--- config.mk ---
export PLATFORM = sky130hd
export DESIGN_NAME = pba_engine
export DESIGN_NICKNAME = d
export VERILOG_FILES = /design/src/rtl/pba_pkg.sv /design/src/rtl/pba_engine.sv
export SDC_FILE = /design/constraint.sdc
export NUM_CORES = 1
export LEC_CHECK = 0
export BUFFER_PORTS_ARGS = -buffer_cell sky130_fd_sc_hd__buf_2
export CORE_MARGIN = 4
export CORE_UTILIZATION = 55
export CTS_CLUSTER_SIZE = 25
export DETAILED_ROUTE_END_ITERATION = 10
export PLACE_DENSITY = 0.84
export REMOVE_ABC_BUFFERS = 1
export SYNTH_ARGS = -nofsm -noshare
export SYNTH_HDL_FRONTEND = slang
export SYNTH_SLANG_ARGS = --single-unit
--- constraint.sdc ---
create_clock -name aclk -period 8 [get_ports aclk]
set_input_delay 1.6 -clock aclk [delete_from_list [all_inputs] [get_ports aclk]]
set_output_delay 1.6 -clock aclk [all_outputs]
set_load 0.01 [all_outputs]
--- src/rtl/pba_pkg.sv ---
// Shared types and constants of the page bitmap allocator.
package pba_pkg;

    localparam int ADDR_W  = 52;
    localparam int PAGE_W  = 13;
    localparam int CFG_W   = 52;

    localparam logic OP_ALLOC = 1'b0;
    localparam logic OP_FREE  = 1'b1;

    localparam logic [1:0] ST_DONE    = 2'd0;
    localparam logic [1:0] ST_NOFIT   = 2'd1;
    localparam logic [1:0] ST_INVALID = 2'd2;

    localparam logic CFG_IDX_BASE    = 1'b0;
    localparam logic CFG_IDX_MANAGED = 1'b1;

    typedef struct packed {
        logic              op;
        logic [PAGE_W-1:0] count;
        logic [ADDR_W-1:0] addr;
    } pba_req_t;

    typedef struct packed {
        logic [PAGE_W-1:0] pages_free;
        logic [ADDR_W-1:0] page_address;
        logic [1:0]        status;
    } pba_resp_t;

    typedef struct packed {
        logic              we;
        logic [PAGE_W-1:0] waddr;
        logic              wdata;
        logic              re;
        logic [PAGE_W-1:0] raddr;
    } pba_mem_req_t;

endpackage

--- src/rtl/pba_engine.sv ---
// Sequencer that clears, scans, marks and frees pages of the map memory.
module pba_engine
    import pba_pkg::*;
    #(parameter int DEPTH      = 4096,
      parameter int AW         = 12,
      parameter int PAGE_SHIFT = 12)
    (
    input  logic              aclk,
    input  logic              aresetn,
    input  logic              clear_req,
    input  logic [PAGE_W-1:0] total,
    input  logic [ADDR_W-1:0] base,
    input  logic              start,
    input  pba_req_t          req,
    output logic              idle,
    output logic              resp_valid,
    input  logic              resp_ready,
    output pba_resp_t         resp,
    output pba_mem_req_t      mem,
    input  logic              rdata
    );

    localparam int PGW = ADDR_W - PAGE_SHIFT;

    typedef enum logic [6:0] {
        S_CLEAR = 7'b0000001,
        S_IDLE  = 7'b0000010,
        S_PREP  = 7'b0000100,
        S_SCAN  = 7'b0001000,
        S_MARK  = 7'b0010000,
        S_FREE  = 7'b0100000,
        S_RESP  = 7'b1000000
    } state_t;

    state_t            state_reg, state_next;
    pba_req_t          req_reg, req_next;
    logic [PAGE_W-1:0] hint_reg, hint_next;
    logic [PAGE_W-1:0] free_reg, free_next;
    logic [PAGE_W-1:0] start_reg, start_next;
    logic              pass_reg, pass_next;
    logic [PAGE_W-1:0] hi_reg, hi_next;
    logic [PAGE_W-1:0] rd_reg, rd_next;
    logic [PAGE_W-1:0] chk_reg, chk_next;
    logic              chkv_reg, chkv_next;
    logic [PAGE_W-1:0] run_reg, run_next;
    logic [PAGE_W-1:0] idx_reg, idx_next;
    logic [PAGE_W-1:0] mptr_reg, mptr_next;
    logic [PAGE_W-1:0] left_reg, left_next;
    logic [AW-1:0]     clr_reg, clr_next;
    logic [1:0]        status_reg, status_next;
    logic [ADDR_W-1:0] paddr_reg, paddr_next;

    logic [PAGE_W-1:0] lo, hi;
    logic [ADDR_W-1:0] off;
    logic [PGW-1:0]    pg;
    logic [PAGE_W:0]   fsum, hsum;
    logic [PAGE_W-1:0] run_inc;

    assign lo      = pass_reg ? '0 : start_reg;
    assign hi      = pass_reg ? start_reg : total;
    assign off     = req_reg.addr - base;
    assign pg      = off[ADDR_W-1:PAGE_SHIFT];
    assign fsum    = {1'b0, pg[PAGE_W-1:0]} + {1'b0, req_reg.count};
    assign hsum    = {1'b0, idx_reg} + {1'b0, req_reg.count};
    assign run_inc = run_reg + 1'b1;

    always_comb begin
        state_next  = state_reg;
        req_next    = req_reg;
        hint_next   = hint_reg;
        free_next   = free_reg;
        start_next  = start_reg;
        pass_next   = pass_reg;
        hi_next     = hi_reg;
        rd_next     = rd_reg;
        chk_next    = chk_reg;
        chkv_next   = 1'b0;
        run_next    = run_reg;
        idx_next    = idx_reg;
        mptr_next   = mptr_reg;
        left_next   = left_reg;
        clr_next    = clr_reg;
        status_next = status_reg;
        paddr_next  = paddr_reg;
        mem         = '0;

        case (state_reg)
            S_CLEAR: begin
                mem.we    = 1'b1;
                mem.waddr = PAGE_W'(clr_reg);
                mem.wdata = 1'b1;
                clr_next  = clr_reg + 1'b1;
                if (clr_reg == AW'(DEPTH - 1)) begin
                    state_next = S_IDLE;
                end
            end
            S_IDLE: begin
                if (start) begin
                    req_next    = req;
                    start_next  = (hint_reg >= total) ? '0 : hint_reg;
                    pass_next   = 1'b0;
                    status_next = ST_DONE;
                    paddr_next  = '0;
                    state_next  = S_PREP;
                end
            end
            S_PREP: begin
                if (req_reg.op == OP_FREE) begin
                    if (req_reg.addr < base || pg >= PGW'(total)) begin
                        status_next = ST_INVALID;
                        state_next  = S_RESP;
                    end else begin
                        if (pg[PAGE_W-1:0] < hint_reg) begin
                            hint_next = pg[PAGE_W-1:0];
                        end
                        hi_next    = (fsum > {1'b0, total}) ? total : fsum[PAGE_W-1:0];
                        rd_next    = pg[PAGE_W-1:0];
                        state_next = S_FREE;
                    end
                end else if (req_reg.count == '0) begin
                    status_next = ST_INVALID;
                    state_next  = S_RESP;
                end else if (req_reg.count > total || (pass_reg && start_reg == '0)) begin
                    status_next = ST_NOFIT;
                    state_next  = S_RESP;
                end else if (req_reg.count > hi - lo) begin
                    // This range cannot hold the run; try the range below the hint.
                    if (pass_reg) begin
                        status_next = ST_NOFIT;
                        state_next  = S_RESP;
                    end else begin
                        pass_next = 1'b1;
                    end
                end else begin
                    hi_next    = hi;
                    rd_next    = lo;
                    run_next   = '0;
                    state_next = S_SCAN;
                end
            end
            S_SCAN: begin
                // Reads are issued one page ahead of the run check.
                if (rd_reg < hi_reg) begin
                    mem.re    = 1'b1;
                    mem.raddr = rd_reg;
                    rd_next   = rd_reg + 1'b1;
                    chkv_next = 1'b1;
                    chk_next  = rd_reg;
                end
                if (chkv_reg) begin
                    if (!rdata) begin
                        run_next = run_inc;
                    end else begin
                        run_next = '0;
                    end
                    if (!rdata && run_inc == req_reg.count) begin
                        idx_next   = chk_reg + 1'b1 - req_reg.count;
                        mptr_next  = chk_reg + 1'b1 - req_reg.count;
                        left_next  = req_reg.count;
                        chkv_next  = 1'b0;
                        state_next = S_MARK;
                    end else if (chk_reg == hi_reg - 1'b1) begin
                        chkv_next = 1'b0;
                        if (pass_reg) begin
                            status_next = ST_NOFIT;
                            state_next  = S_RESP;
                        end else begin
                            pass_next  = 1'b1;
                            state_next = S_PREP;
                        end
                    end
                end
            end
            S_MARK: begin
                mem.we    = 1'b1;
                mem.waddr = mptr_reg;
                mem.wdata = 1'b1;
                mptr_next = mptr_reg + 1'b1;
                left_next = left_reg - 1'b1;
                if (left_reg == PAGE_W'(1)) begin
                    free_next  = free_reg - req_reg.count;
                    hint_next  = (hsum >= {1'b0, total}) ? '0 : hsum[PAGE_W-1:0];
                    paddr_next = base + (ADDR_W'(idx_reg) << PAGE_SHIFT);
                    state_next = S_RESP;
                end
            end
            S_FREE: begin
                if (rd_reg < hi_reg) begin
                    mem.re    = 1'b1;
                    mem.raddr = rd_reg;
                    rd_next   = rd_reg + 1'b1;
                    chkv_next = 1'b1;
                    chk_next  = rd_reg;
                end
                if (chkv_reg && rdata) begin
                    mem.we    = 1'b1;
                    mem.waddr = chk_reg;
                    mem.wdata = 1'b0;
                    free_next = free_reg + 1'b1;
                end
                if (!(rd_reg < hi_reg) && !chkv_reg) begin
                    state_next = S_RESP;
                end
            end
            S_RESP: begin
                if (resp_ready) begin
                    state_next = S_IDLE;
                end
            end
            default: begin
                state_next = S_CLEAR;
            end
        endcase

        if (clear_req) begin
            state_next = S_CLEAR;
            clr_next   = '0;
            hint_next  = '0;
            free_next  = '0;
        end
    end

    always_ff @(posedge aclk) begin
        if (!aresetn) begin
            state_reg <= S_CLEAR;
            clr_reg   <= '0;
            hint_reg  <= '0;
            free_reg  <= '0;
            chkv_reg  <= 1'b0;
        end else begin
            state_reg <= state_next;
            clr_reg   <= clr_next;
            hint_reg  <= hint_next;
            free_reg  <= free_next;
            chkv_reg  <= chkv_next;
        end
    end

    always_ff @(posedge aclk) begin
        req_reg    <= req_next;
        start_reg  <= start_next;
        pass_reg   <= pass_next;
        hi_reg     <= hi_next;
        rd_reg     <= rd_next;
        chk_reg    <= chk_next;
        run_reg    <= run_next;
        idx_reg    <= idx_next;
        mptr_reg   <= mptr_next;
        left_reg   <= left_next;
        status_reg <= status_next;
        paddr_reg  <= paddr_next;
    end

    assign idle              = (state_reg == S_IDLE);
    assign resp_valid        = (state_reg == S_RESP);
    assign resp.status       = status_reg;
    assign resp.page_address = paddr_reg;
    assign resp.pages_free   = free_reg;

endmodule

==> flow_summary.ini <==
[status]
status = complete, no violations

[yosys]
ys.flop_type = edfxtp_1
ys_seq_area_share_pct = 35.9
synthTopCellsByCount = 247 x ha_1, 225 x edfxtp_1, 209 x nor2_1
post_synth_num_cell_types = 83
synth-edff-count = 225
syn_area_mm2 = 0.0214
ys_top_cells_by_area = edfxtp_1 32%, ha_1 14%, xnor2_1 5.3%
ys_ff_latch = 271
ys_async_sr_fraction_pct = 0
yosysTopAreaCell = edfxtp_1
ys_warn_count = 0
netlist_instances = 2368
yosys.area.top_type_share_pct = 31.6
synth.avg_cell_area_um2 = 9.03
yosysMostFrequentCell = ha_1

[setup_path]
critPathLaunch = base[11]
crit_path_end_kind = flop
slowest_stage = fa_1
cp-start-kind = input port
path_delay_family = compound AO/OA/AOI/OAI gates
crit_buf_inv = 5
crit_path_max_fanout = 13
required_ps = 8330
path_common_cell = a21oi_1
critPathMaxStageDelay_ps = 400
crit_type = in2reg
rr_startpoint = req_reg[11]
cp_data_arrival_time_ps = 7210

[die]
core_area_mm2 = 0.0380
fp-row-count = 71
io_pins = 235
initial_core_util_pct = 56.2
die_w_um = 205
die_h_um = 205
die_area_mm2 = 0.0421

[sta]
hold_ws_ps = 481
tightest_slew_ps = 1170
setup_tns_ps = 0
setup_slack_ps = 1120
finalHoldViolCount = 0
clock_skew_ps = 28.6
max_freq_mhz = 145
rsz0062_at_grt = no
setup_viol = 0
period_share_pct = 86.0
period_minus_slack_ps = 6880
slew_headroom_pct = 21.5
slew_viol_final = 0

[finish]
drive_above_1_share_pct = 13.2
fill_cells = 3182
area_growth_pct = 13.1
nNetsFinal = 2986
final_cells = 3134
largest_reg_flops = 66

[power]
total_power_mw = 3.44
p_clk_share_pct = 41.3
p_per_area_mw_per_mm2 = 142
pwr-share-comb_pct = 14.5
internal-power_mw = 2.53
p_leak_nw = 10.2
vdd_drop_max_v = 0.000169
p_seq_share_pct = 44.1
p_switching_mw = 0.904
switching_share_pct = 26.3

[grt]
grt_max_degree = 76
grtUsageMet3_pct = 5.94
track_usage_pct = 32.4
grt_pass1_vias = 19537
antenna_found_initial = 1
grtUsageMet2_pct = 52.5
grt.busiest_layer = met2
grt_pass1_wl_mm = 107
use_met1_pct = 40.6
overflow = 0

[clock_tree]
hold_buffers = 0
post_cts_resized = 0
htree_num_levels = 1
cts_setup_buffers = 0
clock_latency_ps = 610
root_buffer = clkbuf_16
clk_path_buf_depth = 3
clock_sinks = 271
cts_tree = yes
cts_buffers = 31
clkTransAtPathRegs_ps = 60

[placed_design]
pre_cts_ws_ps = 625
dp_hpwl_mm = 54.3
port-buffer-count = 234
place.gp.congestion = 1.05
dp.cells = 3074

[hold_path]
hold_class = reg2reg
hp-start = free_reg[9]

[detailed_routing]
viasPerCell = 6.35
drc_errors = 0
wire_per_inst_um = 22.5
via_count = 19887
wl_mm = 70.6
drt_first_iter_violations = 2024
drt-pass1-iter-count = 6
postRouteAntennaNets = 0

[run]
cap_violations = 0
==> power groups by stage <==
| stage | sequential [mW] | clock (mW) | combinational, mW |
|---|---|---|---|
| after floorplan | 1.55 | 0 | 0.322 |
| after global placement | 1.55 | 0 | 0.469 |
| after detailed placement | 1.55 | 0 | 0.481 |
| after CTS | 1.52 | 1.43 | 0.485 |
| after global routing | 1.52 | 1.49 | 0.544 |
| final | 1.52 | 1.42 | 0.500 |
==> cells by family after synthesis <==
| kind of cell | share of synthesized area (%) |
|---|---|
| DFF | 35.9 |
| muxes | 1.18 |
| AOI/OAI and AO/OA | 17.8 |
| buffers and inverters | 4.69 |
| adders and majority gates | 15.0 |
| xor gates and xnor gates | 7.95 |
| and+or+nand+nor | 17.5 |
==> per-stage QoR <==
stage	utilization (%)	cell area, um2
final	63.6	24200
after CTS	63.6	24200
after global routing	63.6	24200
after detailed placement	60.9	23200
after global placement	60.9	23200
after floorplan	-	21100
==> per-layer routing <==
| metal | routed length [um] | part of all wire [%] |
|---|---|---|
| met1 | 27000 | 38 |
| met2 | 32200 | 46 |
| met3 | 6550 | 9.3 |
| met4 | 4920 | 7.0 |
| met5 | 0 | 0 |
==> layout make-up <==
class | count | area, um2 | area share [%]
clock inverter | 19 | 203 | 0.838
clock buffer | 38 | 802 | 3.32
timing repair buffer | 268 | 1430 | 5.90
inverter | 189 | 709 | 2.93
multi-input combinational | 1835 | 12700 | 52.6
antenna | 3 | 7.51 | 0.0310
tap | 511 | 639 | 2.64
sequential | 271 | 7680 | 31.8
==> worst paths after layout <==
| path | to | slack [ps] | cells past startpoint |
|---|---|---|---|
| min | free_reg[9] | 480 | 2 |
| max | hi_reg[5] | 1120 | 32 |
| min reg2reg | free_reg[9] | 480 | 2 |
| max reg2reg | hi_reg[5] | 1900 | 30 |
==> cells in the final DEF (no fill, tap or decap), types with 8 or more instances in the layout <==
| cell | instances |
|---|---|
| dfxtp_1 | 46 |
| buf_4 | 34 |
| nand3_1 | 69 |
| a22o_1 | 12 |
| o21a_1 | 18 |
| buf_2 | 234 |
| o211ai_1 | 8 |
| nand4_1 | 43 |
| and2_1 | 22 |
| inv_1 | 189 |
| ha_1 | 247 |
| nor2b_1 | 27 |
| nor4_1 | 26 |
| o21bai_1 | 16 |
| and3_1 | 35 |
| a21o_1 | 51 |
| mux2i_1 | 23 |
| a21oi_1 | 196 |
| a31oi_1 | 17 |
| nand2_1 | 199 |
| xnor2_1 | 130 |
| nor2_1 | 209 |
| nand2b_1 | 31 |
| and4_1 | 11 |
| xor2_1 | 64 |
| edfxtp_1 | 225 |
| or2_2 | 9 |
| a211oi_1 | 43 |
| a222oi_1 | 12 |
| clkbuf_16 | 31 |
| nor3_1 | 39 |
| o21ai_0 | 134 |
| or3_1 | 13 |
==> worst register-to-register path, delay by kind of cell (launching register included) <==
| family | cells | cell delay [ps] |
|---|---|---|
| flops | 1 | 360 |
| buf+inv | 3 | 430 |
| simple gates | 3 | 340 |
| compound gates | 17 | 2660 |
| mux | 1 | 240 |
| xor+xnor | 2 | 550 |
| fa+ha+maj | 4 | 1280 |
No activity file was read; power rests on OpenSTA's default activity.
